### src/hdl/ip_range_set_address_sweep_macros.svh
// assertion macros shared by the sweep block
`ifndef IP_RANGE_SET_ADDRESS_SWEEP_MACROS_SVH
`define IP_RANGE_SET_ADDRESS_SWEEP_MACROS_SVH

// same-cycle implication, reset masks the check
`define IPRAS_ASSERT_IMP(lbl, ante, cons) \
  lbl: assert property (@(posedge clk) disable iff (!rst_n) (ante) |-> (cons)) \
    else $error("ipras check failed");

// next-cycle implication, reset masks the check
`define IPRAS_ASSERT_NXT(lbl, ante, cons) \
  lbl: assert property (@(posedge clk) disable iff (!rst_n) (ante) |=> (cons)) \
    else $error("ipras check failed");

`endif

### src/hdl/ipras_pkg.sv
// shared types and constants of the ip range sweep block
package ipras_pkg;

  localparam int MAX_RANGES_DEF = 16;
  localparam int MAX_GROUPS     = 8;
  localparam int V4_GROUPS      = 4;

  typedef enum logic [1:0] {
    FUNC_WR_BOUNDS = 2'd0,
    FUNC_WR_HDR    = 2'd1,
    FUNC_RESTART   = 2'd2,
    FUNC_NEXT      = 2'd3
  } func_t;

  typedef struct packed {
    func_t       func;
    logic [3:0]  entry;
    logic [2:0]  group;
    logic [15:0] from_value;
    logic [15:0] to_value;
    logic        is_v6;
    logic        masked;
  } in_item_t;

  typedef struct packed {
    logic [63:0] address_upper;
    logic [63:0] address_lower;
    logic        out_is_v6;
    logic [3:0]  range_index;
    logic        status;
  } out_item_t;

  typedef struct packed {
    logic accept;
    logic load_run;
    logic load_sel_j;
    logic k_zero;
    logic k_inc;
    logic first;
    logic step_init;
    logic step_do;
    logic j_zero;
    logic j_inc;
    logic skip_init;
    logic s_dec;
    logic skip_apply;
    logic emit;
    logic emit_done;
  } cmd_t;

  typedef struct packed {
    logic num_zero;
    logic k_ge_num;
    logic k_last;
    logic k_zero;
    logic load_done;
    logic inc;
    logic i_zero;
    logic masked_k;
    logic at_top;
    logic covers;
    logic j_last;
    logic skip_cont;
    logic changed;
    logic top_after;
    logic out_free;
  } status_t;

endpackage

### src/hdl/ipras_ctrl.sv
// sequencer of the sweep: loads, steps, cover checks and skips
module ipras_ctrl (
  input  logic               clk,
  input  logic               rst_n,
  input  logic               in_valid,
  input  ipras_pkg::func_t   func,
  input  ipras_pkg::status_t st,
  output logic               in_stall,
  output ipras_pkg::cmd_t    cmd
);

  typedef enum logic [13:0] {
    S_IDLE  = 14'b00000000000001,
    S_LOADK = 14'b00000000000010,
    S_FIRST = 14'b00000000000100,
    S_STEP  = 14'b00000000001000,
    S_NEXT  = 14'b00000000010000,
    S_TOP   = 14'b00000000100000,
    S_ADV   = 14'b00000001000000,
    S_CHKJ  = 14'b00000010000000,
    S_LOADJ = 14'b00000100000000,
    S_COVER = 14'b00001000000000,
    S_SKIPS = 14'b00010000000000,
    S_SKIPA = 14'b00100000000000,
    S_EMIT  = 14'b01000000000000,
    S_DONE  = 14'b10000000000000
  } state_t;

  typedef enum logic [1:0] {
    P_RESTART = 2'd0,
    P_NEXT    = 2'd1,
    P_ADV     = 2'd2
  } path_t;

  state_t state_r, state_nxt;
  path_t  path_r, path_nxt;
  logic   ended_r, ended_nxt;

  assign in_stall = (state_r != S_IDLE);

  always_comb begin
    state_nxt = state_r;
    path_nxt  = path_r;
    ended_nxt = ended_r;
    cmd       = '0;
    unique case (state_r)
      S_IDLE: begin
        if (in_valid) begin
          cmd.accept = 1'b1;
          unique case (func)
            ipras_pkg::FUNC_RESTART: begin
              if (st.num_zero) begin
                state_nxt = S_DONE;
              end else begin
                cmd.k_zero = 1'b1;
                path_nxt   = P_RESTART;
                state_nxt  = S_LOADK;
              end
            end
            ipras_pkg::FUNC_NEXT: begin
              ended_nxt = 1'b0;
              if (st.num_zero || st.k_ge_num) begin
                state_nxt = S_DONE;
              end else begin
                path_nxt  = P_NEXT;
                state_nxt = S_LOADK;
              end
            end
            default: ;
          endcase
        end
      end
      S_LOADK: begin
        cmd.load_run = 1'b1;
        if (st.load_done) begin
          state_nxt = (path_r == P_NEXT) ? S_STEP : S_FIRST;
        end
      end
      S_FIRST: begin
        cmd.first = 1'b1;
        state_nxt = (path_r == P_RESTART) ? S_EMIT : S_CHKJ;
      end
      S_STEP: begin
        cmd.step_init = 1'b1;
        if (ended_r) begin
          ended_nxt = 1'b0;
          state_nxt = S_ADV;
        end else begin
          state_nxt = S_NEXT;
        end
      end
      S_NEXT: begin
        cmd.step_do = 1'b1;
        if (st.inc) begin
          state_nxt = st.masked_k ? S_TOP : S_CHKJ;
        end else if (st.i_zero) begin
          state_nxt = S_ADV;
        end
      end
      S_TOP: begin
        state_nxt = st.at_top ? S_ADV : S_CHKJ;
      end
      S_ADV: begin
        cmd.k_inc = 1'b1;
        if (st.k_last) begin
          state_nxt = S_DONE;
        end else begin
          path_nxt  = P_ADV;
          state_nxt = S_LOADK;
        end
      end
      S_CHKJ: begin
        cmd.j_zero = 1'b1;
        state_nxt  = st.k_zero ? S_EMIT : S_LOADJ;
      end
      S_LOADJ: begin
        cmd.load_run   = 1'b1;
        cmd.load_sel_j = 1'b1;
        if (st.load_done) begin
          state_nxt = S_COVER;
        end
      end
      S_COVER: begin
        if (st.covers) begin
          cmd.skip_init = 1'b1;
          state_nxt     = S_SKIPS;
        end else begin
          cmd.j_inc = 1'b1;
          state_nxt = st.j_last ? S_EMIT : S_LOADJ;
        end
      end
      S_SKIPS: begin
        if (st.skip_cont) begin
          cmd.s_dec = 1'b1;
        end else begin
          state_nxt = S_SKIPA;
        end
      end
      S_SKIPA: begin
        cmd.skip_apply = 1'b1;
        ended_nxt      = st.changed && st.top_after;
        state_nxt      = S_STEP;
      end
      S_EMIT: begin
        if (st.out_free) begin
          cmd.emit  = 1'b1;
          state_nxt = S_IDLE;
        end
      end
      S_DONE: begin
        if (st.out_free) begin
          cmd.emit_done = 1'b1;
          state_nxt     = S_IDLE;
        end
      end
      default: state_nxt = S_IDLE;
    endcase
  end

  always_ff @(posedge clk) begin
    if (!rst_n) begin
      state_r <= S_IDLE;
      path_r  <= P_NEXT;
      ended_r <= 1'b0;
    end else begin
      state_r <= state_nxt;
      path_r  <= path_nxt;
      ended_r <= ended_nxt;
    end
  end

endmodule

### config.mk
export PLATFORM = sky130hd
export DESIGN_NAME = ipras_ctrl
export DESIGN_NICKNAME = d
export VERILOG_FILES = /design/src/hdl/ip_range_set_address_sweep_macros.svh /design/src/hdl/ipras_pkg.sv /design/src/hdl/ipras_ctrl.sv
export SDC_FILE = /design/constraint.sdc
export NUM_CORES = 1
export LEC_CHECK = 0
export ABC_AREA = 1
export BUFFER_PORTS_ARGS = -buffer_cell sky130_fd_sc_hd__buf_2
export CORE_AREA = 2 2 55 57
export CTS_CLUSTER_DIAMETER = 50
export DETAILED_ROUTE_END_ITERATION = 16
export DIE_AREA = 0 0 57 59
export PLACE_DENSITY = 0.73
export SLEW_MARGIN = 5
export SYNTH_ARGS = -nofsm -noshare
export SYNTH_HDL_FRONTEND = slang
export SYNTH_SLANG_ARGS = --single-unit
### constraint.sdc
create_clock -name clk -period 3.7 [get_ports clk]
set_input_delay 0.185 -clock clk [delete_from_list [all_inputs] [get_ports clk]]
set_output_delay 0.185 -clock clk [all_outputs]
set_load 0.01 [all_outputs]
==> results.json <==
{
  "vdd_drop_max_mv": 0.335,
  "cts_setup_buffers": 0,
  "drv_slew": 0,
  "track_usage_pct": 21.0,
  "grt_pass1_wl_um": 5490,
  "drc": 0,
  "wl_per_cell_um": 10.5,
  "final_util_pct": 55.9,
  "yosysUniqueCellTypes": 26,
  "finalNetCount": 286,
  "path_max_fanout": 12,
  "ctsResizeCount": 0,
  "die-width_um": 57,
  "fill_cells": 318,
  "cts_tree": "done",
  "total_power_uw": 797,
  "hold_viol": 0,
  "yosysTopAreaCellShare_pct": 26.0,
  "synth_edf_count": 0,
  "synth_seq_cells": 17,
  "core_region_area_um2": 2710,
  "totalWireLength_um": 3120,
  "start_util_pct": 48.3,
  "root_buffer": "clkbuf_4",
  "synth_most_common_cell": "nand2_1",
  "grt_setup_unrepaired": "false",
  "ff_latch_area_um2": 340,
  "htreeDepth": 1,
  "grt_max_degree": 16,
  "viasPerCell": 4.84,
  "yosys_warnings": 0,
  "first_global_vias": 1276,
  "drive_gt1_share_pct": 25.7,
  "crit_required_ps": 3510,
  "final_area_um2": 1520,
  "worst-slew-pin-transition_ps": 346,
  "cts.clk_slew.worst_paths_ps": 110,
  "setup_viol": 0,
  "first_iter_violations": 83,
  "cap_violations": 0,
  "drtPass1Iterations": 4,
  "synth_common_cells": "nand2_1, nor2_1, inv_1",
  "hold_ws_ps": 140,
  "fin_crit_ps": 2060,
  "powerDensity_nw_per_um2": 526,
  "hp-class": "in -> reg",
  "slew_headroom_pct": 76.9,
  "async_flop_share_pct": 0,
  "ys_seq_area_share_pct": 26.0,
  "gr-total-overflow": 0,
  "area_growth_pct": 15.8,
  "cts_buffers": 3,
  "crit_arrival_ps": 1870,
  "diodes": 0,
  "synth_nets": 250,
  "die_y_um": 59,
  "skew_ps": 8.65,
  "cp-start-kind": "flop",
  "ioPinCount": 36,
  "max_clock_freq_mhz": 486,
  "synthCells": 230,
  "end_kind": "output pin",
  "die_area_um2": 3360,
  "critPathKind": "reg -> out",
  "cts_hold_buf": 0,
  "netlist_area_um2": 1310,
  "via_count": 1434,
  "status": "completed",
  "multi_input_comb_area_um2": 762,
  "clock_latency_ps": 300,
  "antenna_found_initial": 0,
  "place.gp.congestion": 0.906,
  "clock_path_buffers": 2,
  "yosysTopAreaCell": "dfxtp_1",
  "power_leakage_nw": 0.950,
  "synthFlopType": "dfxtp_1",
  "port_buffers": 35,
  "ant_nets": 0,
  "setup_tns_ps": 0,
  "rows": 19,
  "syn_area_per_cell_um2": 5.69,
  "dpl.hpwl_um": 2600,
  "dpl-instance-area_um2": 1490,
  "finalCritPeriodShare_pct": 55.6,
  "cts.sinks": 17,
  "synthTopCellsByArea": "dfxtp_1, nand2_1, nor2_1"
}
report_power, final:
group | total, mW | switching (mW) | leakage, nW | internal (mW)
Sequential | 0.240 | 0.0267 | 0.138 | 0.214
Combinational | 0.453 | 0.309 | 0.796 | 0.144
Clock | 0.103 | 0.0612 | 0.0150 | 0.0420
Total | 0.797 | 0.397 | 0.950 | 0.400
through the flow:
stage / setup slack [ps] / instances
detailed placement: 1840 / 292
CTS: 1650 / 296
finish: 1640 / 296
floorplan: 2140 / 230
global placement: 1860 / 292
global route: 1520 / 296
placed cells by master, fill, tap and decap left out, drive strengths merged:
cell type  Yosys  final
o21bai         1      1
o221ai         1      1
or2            2      2
buf            3     35
a21o           1      1
nand4          2      2
o211ai         1      1
nor4           1      1
inv           46     46
nor3           1      1
o21ai          5      5
nand2         64     64
nor2          55     55
o22ai          2      2
dfxtp         17     17
nand3         22     22
clkbuf         1      4
a21oi          5      5
worst paths after layout:
path               start           to  slack [ps]  cells after the start
max          state_r[13]      cmd[11]        1640                      8
min                st[1]      ended_r         140                      3
max reg2reg  state_r[13]  state_r[10]        1810                     11
min reg2reg    path_r[1]    path_r[1]         510                      2
sequential cells by signal (all words and copies together) (netlist names):
signal	cells
path_r	2
state_r	14
ended_r	1
cell type report:
type / count / share of cell area (%)
Multi-Input combinational cell: 163 / 50.3
Tap cell: 31 / 2.56
Clock buffer: 4 / 1.73
Inverter: 46 / 11.4
Sequential cell: 17 / 22.5
Timing Repair Buffer: 35 / 11.6
critical path: stages (launching register included):
cell,delay (ps)
dfxtp_1,360
nor2_1,200
nand3_1,150
inv_2,220
nand2_2,160
inv_1,100
nand2_1,80
nor4_1,150
buf_2,170
cell families after synthesis:
logic type / share of synthesized area (%)
AND/OR/NAND/NOR: 51.1
buffers and inverters: 15.8
flip-flops: 26.0
AO/OA/AOI/OAI: 7.17
per-layer routing:
| metal | vias up | routed length, um | global-route usage, % | part of all wire [%] |
|---|---|---|---|---|
| met3 | 6 | 138 | 2.62 | 4.4 |
| met4 | 0 | 65 | 7.97 | 2.1 |
| li1 | 768 | - | - | - |
| met5 | - | 0 | 0 | 0 |
| met2 | 43 | 1360 | 32.5 | 44 |
| met1 | 617 | 1550 | 30.0 | 50 |
Power figures use the tool's default switching activity.
